`config.mk`:
```
export PLATFORM = sky130hd
export DESIGN_NAME = lru_key_value_cache_unit
export DESIGN_NICKNAME = d
export VERILOG_FILES = /design/src/rtl/core/lkvc_pkg.sv /design/src/rtl/core/lru_key_value_cache_unit.sv
export SDC_FILE = /design/constraint.sdc
export NUM_CORES = 2
export LEC_CHECK = 0
export ABC_AREA = 1
export BUFFER_PORTS_ARGS = -buffer_cell sky130_fd_sc_hd__buf_2
export CAP_MARGIN = 40
export CORE_ASPECT_RATIO = 1.5
export CORE_MARGIN = 4
export CORE_UTILIZATION = 57
export CTS_CLUSTER_SIZE = 28
export DETAILED_ROUTE_END_ITERATION = 6
export HOLD_SLACK_MARGIN = 0.15
export PLACE_DENSITY_LB_ADDON = 0.12
export SYNTH_ARGS = -nofsm -noshare
export SYNTH_HDL_FRONTEND = slang
export SYNTH_SLANG_ARGS = --single-unit
```
`constraint.sdc`:
```
create_clock -name i_clk -period 5.95 [get_ports i_clk]
set_input_delay 1.19 -clock i_clk [delete_from_list [all_inputs] [get_ports i_clk]]
set_output_delay 1.19 -clock i_clk [all_outputs]
set_load 0.05 [all_outputs]
```
`src/rtl/core/lkvc_pkg.sv`:
```
// ----------------------------------------------------------------------------
// lkvc_pkg
// shared types and constants of the key-value cache
// ----------------------------------------------------------------------------
`default_nettype none

package lkvc_pkg;

    localparam int ENTRIES    = 16;
    localparam int KEY_BITS   = 32;
    localparam int VALUE_BITS = 32;
    localparam int IDX_W      = $clog2(ENTRIES);
    localparam int AGE_W      = IDX_W;
    localparam int CNT_W      = $clog2(ENTRIES + 1);
    localparam int CAP_W      = 5;
    localparam logic [CAP_W-1:0] CAP_RESET = CAP_W'(16);

    typedef enum logic [1:0] {
        FUNC_GET      = 2'd0,
        FUNC_PUT      = 2'd1,
        FUNC_CONTAINS = 2'd2,
        FUNC_CLEAR    = 2'd3
    } t_func;

    typedef struct packed {
        t_func                 func;
        logic [KEY_BITS-1:0]   key;
        logic [VALUE_BITS-1:0] value_in;
    } t_req;

    typedef struct packed {
        logic                  hit;
        logic [VALUE_BITS-1:0] read_value;
        logic [CNT_W-1:0]      occupancy;
    } t_rsp;

endpackage

`default_nettype wire

```
`src/rtl/core/lru_key_value_cache_unit.sv`:
```
// ----------------------------------------------------------------------------
// lru_key_value_cache_unit: fully associative key-value cache, lru replacement
// datapath: request registered in r_in, then result registered in r_out
// throughput: one transaction per cycle while the output is not stalled, lookup and update in one pass
// reset: synchronous active low, empties cache, capacity back to 16
// ----------------------------------------------------------------------------
`default_nettype none

module lru_key_value_cache_unit import lkvc_pkg::*; (
    input  wire logic              i_clk,
    input  wire logic              i_rst_n,
    // request channel
    input  wire logic              i_in_valid,
    output logic                   o_in_stall,
    input  wire t_req              i_in,
    // result channel
    output logic                   o_out_valid,
    input  wire logic              i_out_stall,
    output t_rsp                   o_out,
    // capacity register
    input  wire logic              i_cfg_we,
    input  wire logic [CAP_W-1:0]  i_cfg_data
);

    // request register in front of the lookup
    logic             r_in_vld;
    t_req             r_in;

    // result register
    logic             r_out_vld;
    t_rsp             r_out;
    t_rsp             n_out;

    // entry storage: keys and values only meaningful while the valid bit is set
    logic [KEY_BITS-1:0]   r_key   [ENTRIES];
    logic [VALUE_BITS-1:0] r_value [ENTRIES];
    logic [ENTRIES-1:0]    r_valid;
    logic [ENTRIES-1:0]    n_valid;
    logic [AGE_W-1:0]      r_age   [ENTRIES];
    logic [AGE_W-1:0]      n_age   [ENTRIES];
    logic [CNT_W-1:0]      r_used;
    logic [CNT_W-1:0]      n_used;
    logic [CAP_W-1:0]      r_cap;

    // lookup results
    logic [ENTRIES-1:0] w_match;
    logic               w_found;
    logic [IDX_W-1:0]   w_slot;
    logic [IDX_W-1:0]   w_victim;
    logic [IDX_W-1:0]   w_free;
    logic [AGE_W-1:0]   w_oldest;
    logic [CNT_W-1:0]   w_eff_cap;
    logic               w_full;

    // update controls
    logic               w_adv;
    logic               w_touch;
    logic               w_write_val;
    logic               w_write_key;
    logic [IDX_W-1:0]   w_target;
    logic [CNT_W-1:0]   w_rank;

    // the request register moves on whenever the result register is free or drained
    assign w_adv       = r_in_vld && (!r_out_vld || !i_out_stall);
    assign o_in_stall  = r_in_vld && !w_adv;
    assign o_out_valid = r_out_vld;
    assign o_out       = r_out;

    // effective capacity: zero acts as one, anything past the entry count is clipped
    always_comb begin
        if (r_cap == '0) begin
            w_eff_cap = CNT_W'(1);
        end else if (32'(r_cap) > ENTRIES) begin
            w_eff_cap = CNT_W'(ENTRIES);
        end else begin
            w_eff_cap = CNT_W'(r_cap);
        end
    end

    assign w_full   = (r_used >= w_eff_cap);
    // rank of the least recent entry; only used while the cache holds something
    assign w_oldest = AGE_W'(r_used - CNT_W'(1));

    // parallel key compare, one comparator per entry
    always_comb begin
        for (int i = 0; i < ENTRIES; i++) begin
            w_match[i] = r_valid[i] && (r_key[i] == r_in.key);
        end
    end

    assign w_found = |w_match;

    // lowest index wins in all three searches
    always_comb begin
        w_slot   = '0;
        w_victim = '0;
        w_free   = '0;
        for (int i = ENTRIES - 1; i >= 0; i--) begin
            if (w_match[i]) begin
                w_slot = IDX_W'(i);
            end
            if (r_valid[i] && (r_age[i] == w_oldest)) begin
                w_victim = IDX_W'(i);
            end
            if (!r_valid[i]) begin
                w_free = IDX_W'(i);
            end
        end
    end

    // pick the entry that becomes most recent, and the rank it had before
    //   hit: the matching entry
    //   miss on a full cache: the least recent entry is overwritten
    //   miss with room: a free entry, and every valid entry ages by one
    always_comb begin
        w_touch     = 1'b0;
        w_write_val = 1'b0;
        w_write_key = 1'b0;
        n_used      = r_used;
        if (w_found) begin
            w_target = w_slot;
            w_rank   = CNT_W'(r_age[w_slot]);
        end else if (w_full) begin
            w_target = w_victim;
            w_rank   = CNT_W'(r_age[w_victim]);
        end else begin
            w_target = w_free;
            w_rank   = r_used;
        end

        unique case (r_in.func)
            FUNC_GET: begin
                w_touch = w_found;
            end
            FUNC_PUT: begin
                w_touch     = 1'b1;
                w_write_val = 1'b1;
                w_write_key = !w_found;
                if (!w_found && !w_full) begin
                    n_used = r_used + CNT_W'(1);
                end
            end
            FUNC_CONTAINS: begin
                w_touch = 1'b0;
            end
            FUNC_CLEAR: begin
                n_used = '0;
            end
            default: begin
                w_touch = 1'b0;
            end
        endcase
    end

    // recency update: entries younger than the touched one age by one
    always_comb begin
        n_valid = r_valid;
        for (int i = 0; i < ENTRIES; i++) begin
            n_age[i] = r_age[i];
        end
        if (r_in.func == FUNC_CLEAR) begin
            n_valid = '0;
            for (int i = 0; i < ENTRIES; i++) begin
                n_age[i] = '0;
            end
        end else if (w_touch) begin
            for (int i = 0; i < ENTRIES; i++) begin
                if (r_valid[i] && (CNT_W'(r_age[i]) < w_rank)) begin
                    n_age[i] = r_age[i] + AGE_W'(1);
                end
            end
            n_age[w_target]   = '0;
            n_valid[w_target] = 1'b1;
        end
    end

    // result word
    always_comb begin
        n_out.hit        = w_found && (r_in.func != FUNC_CLEAR);
        n_out.read_value = (r_in.func == FUNC_GET && w_found) ? r_value[w_slot] : '0;
        n_out.occupancy  = n_used;
    end

    // control state
    always_ff @(posedge i_clk) begin
        if (!i_rst_n) begin
            r_in_vld  <= 1'b0;
            r_out_vld <= 1'b0;
            r_valid   <= '0;
            r_used    <= '0;
            r_cap     <= CAP_RESET;
            for (int i = 0; i < ENTRIES; i++) begin
                r_age[i] <= '0;
            end
        end else begin
            if (i_cfg_we) begin
                r_cap <= i_cfg_data;
            end
            if (!r_in_vld || w_adv) begin
                r_in_vld <= i_in_valid;
            end
            if (w_adv) begin
                r_out_vld <= 1'b1;
            end else if (!i_out_stall) begin
                r_out_vld <= 1'b0;
            end
            if (w_adv) begin
                r_valid <= n_valid;
                r_used  <= n_used;
                for (int i = 0; i < ENTRIES; i++) begin
                    r_age[i] <= n_age[i];
                end
            end
        end
    end

    // payload: request, result and entry contents
    always_ff @(posedge i_clk) begin
        if (!r_in_vld || w_adv) begin
            r_in <= i_in;
        end
        if (w_adv) begin
            r_out <= n_out;
            if (w_write_val) begin
                r_value[w_target] <= r_in.value_in;
            end
            if (w_write_key) begin
                r_key[w_target] <= r_in.key;
            end
        end
    end

endmodule

`default_nettype wire

```
==> qor.csv <==
metric,value,unit
vias,39940,
post_dp_cell_area,58870,um^2
grt_max_degree,262,
drc_errors,0,
status,finished clean,
arrival,6.01,ns
p_leak,22.52,nW
antenna_found_initial,2,
routed_wl,174000,um
cp_cell_sequence,inv_2 > buf_4 > buf_4 > o22ai_1 > a221oi_1 > o2111ai_1 > nor4_1 > nand4_2 > and2_4 > nand2_2 > nor2_4 > nand2_2 > inv_2 > o211ai_1 > nand2_1 > nor2_2 > nand2_1 > nor3_4 > buf_4,
synth_area,55260,um^2
clock.fmax,176.9,MHz
insertion_delay,0.73,ns
grt_overflow_total,0,
pwr-share-seq,52.9,%
die_area,102100,um^2
synth_nets,4910,
die_w,262.2,um
synth.distinct_cells,64,
start_util,57.57,%
fin_crit,5.653,ns
vias_per_cell,6.274,
fin_area,62550,um^2
hold_class,flop to flop,
end_kind,flop,
cts_tree,done,
io_pins,116,
grt_pass1_wl,250800,um
syn2layout_area_growth,13.18,%
cpPeakStageDelay,0.50,ns
synthArstFlopShare,0,%
die_h,389.4,um
final_cell_mix,"edfxtp_1, nand2_1, a21oi_1",
core,96000,um^2
crit_slowest_cell,edfxtp_1,
cts-hold-fix-buffers,0,
wl_per_cell,27.34,um
switching_power,4.285,mW
cts_sinks,1220,
gp_congestion,1.031,
cp-start-kind,flop,
drt_first_pass_iters,6,
rsz0062_at_grt,true,
cap_violations,0,
drtAntennaViolNets,0,
ys_ff_latch,1220,
nets,5155,
clock_path_buffers,3,
drt_iter0_drc,4823,
seq_area_frac_synth,65.78,%
dp.final_hpwl,112700,um
synth_edf_count,1192,
yosysWarnings,0,
synth_top_flop_cell,edfxtp_1,
finClkSkew,0.04164,ns
cts_buffers,112,
grt_usage,33.21,%
crit_type,flop to flop,
grt_pass1_vias,38640,
syn-instance-count,4763,
final_hold_viol_count,0,
fin_crit_sh,95.01,%
slew_viol_final,0,
vdd_drop_max,0.0002875,V
powerDensity,292.4,nW/um^2
timing.critical_path.mode_cell,buf_4,
portBuffers,115,
n_antenna_cell,0,
switching_share,23.43,%
reg2reg_slack,0.30,ns
max_slew_margin,30.93,%
drive_gt1_share,13.76,%
rows,139,
htreeDepth,3,
combPwrFrac,7.7,%
p_clk_share,39.4,%
cts_root_buffer,clkbuf_16,
cts.clk_slew.worst_paths,0.06,ns
cp.required,6.30,ns
setup_viol,0,
cp_max_fo,32,
p_total,18.29,mW
p_int,14.00,mW
synth_area_per_cell,11.60,um^2
tightest_slew,1.036,ns
layout_commonest_cell,edfxtp_1,
[power groups by stage]
stage               Clock [mW]  Sequential (mW)  Combinational [mW]
floorplan                    0             9.86               0.755
global placement             0             9.86                1.35
detailed placement           0             9.86                1.37
CTS                       7.28             9.67                1.38
global route              7.64             9.68                1.50
finish                    7.21             9.68                1.40
[stage by stage]
stage               setup TNS, ns  instances  util, %  setup slack (ns)  hold WS [ns]
finish                          0       6365    65.15            0.2971        0.4976
global route             -0.01659       6365    65.15          -0.01659        0.5450
global placement                0       6151    61.17            0.3135        0.4735
detailed placement              0       6158    61.32            0.3124        0.4870
CTS                             0       6360    65.09            0.2910        0.4977
floorplan                       0       4763        -          0.007260        0.4385
[state kept, by name, indices dropped and copies added, names as in the netlist]
| name | count |
|---|---|
| o_out | 38 |
| o_out_valid | 1 |
| r_age | 64 |
| r_cap | 5 |
| r_in | 66 |
| r_in_vld | 1 |
| r_key | 512 |
| r_used | 5 |
| r_valid | 16 |
| r_value | 512 |
[layout make-up]
type / instances / area [um^2]
clock inverter: 67 / 734.5
clock buffer: 135 / 2889
multi-input combinational: 2861 / 16340
fill: 7351 / 33450
inverter: 447 / 1705
tap: 1269 / 1588
sequential: 1220 / 36350
timing repair buffer: 366 / 2940
[logic make-up after synthesis]
kind of cell / synth area share [%]
AO/OA/AOI/OAI: 12.19
XOR/XNOR: 2.789
adder cells (fa/ha/maj): 1.607
buffers and inverters: 5.296
flip-flops: 65.78
AND/OR/NAND/NOR: 12.33
[synth_stat cells, types with 11 or more instances]
cell type,count,share of area [%]
nand2_2,21,0.24
clkbuf_1,111,0.75
o21bai_1,15,0.20
nand2_1,613,4.2
o211ai_1,40,0.54
o22ai_1,74,0.84
a221oi_1,18,0.29
nand4_1,89,1.0
ha_1,71,1.6
o221ai_1,25,0.40
buf_6,17,0.35
nor4_1,33,0.37
nor3_1,55,0.50
xnor2_1,99,1.6
nor2_1,328,2.2
a21oi_1,431,3.9
inv_1,409,2.8
o21ai_0,330,3.0
nand3_1,236,2.1
buf_4,32,0.43
buf_2,68,0.62
o2111ai_1,20,0.32
or4_1,13,0.18
o21ai_1,12,0.11
edfxtp_1,1192,65
inv_2,34,0.23
nand3_4,11,0.35
a22o_1,28,0.44
o311ai_0,97,1.5
dfxtp_1,28,1.0
or2_2,39,0.44
nand2_4,15,0.31
xor2_1,77,1.2
a211oi_1,24,0.33
[what timing repair did]
action,CTS,global route
gates resized for setup,0,11
buffers inserted,0,5
setup endpoints to repair,0,70
[per-layer routing]
| metal | GRT usage [%] | up-vias | share of wire, % |
|---|---|---|---|
| li1 | - | 17820 | - |
| met1 | 37.37 | 19370 | 34 |
| met2 | 57.67 | 2077 | 50 |
| met3 | 4.946 | 667 | 7.2 |
| met4 | 24.17 | 4 | 8.7 |
| met5 | 0.04742 | - | 0.012 |
[final timing paths]
check	from	to	cells after the start
hold reg to reg	r_cap[0]	r_cap[0]	2
hold / removal	r_cap[0]	r_cap[0]	2
setup reg to reg	r_in[55]	r_key[15][17]	19
setup / recovery	r_in[55]	r_key[15][17]	19
[worst max-delay path: cells and delay by family (launching register included)]
family	cells	cell delay, ns
buffers and inverters	5	1.52
AO/OA/AOI/OAI	4	0.57
flip-flops	1	0.50
AND/OR/NAND/NOR	10	2.65
(Power assumes the default switching activity.)
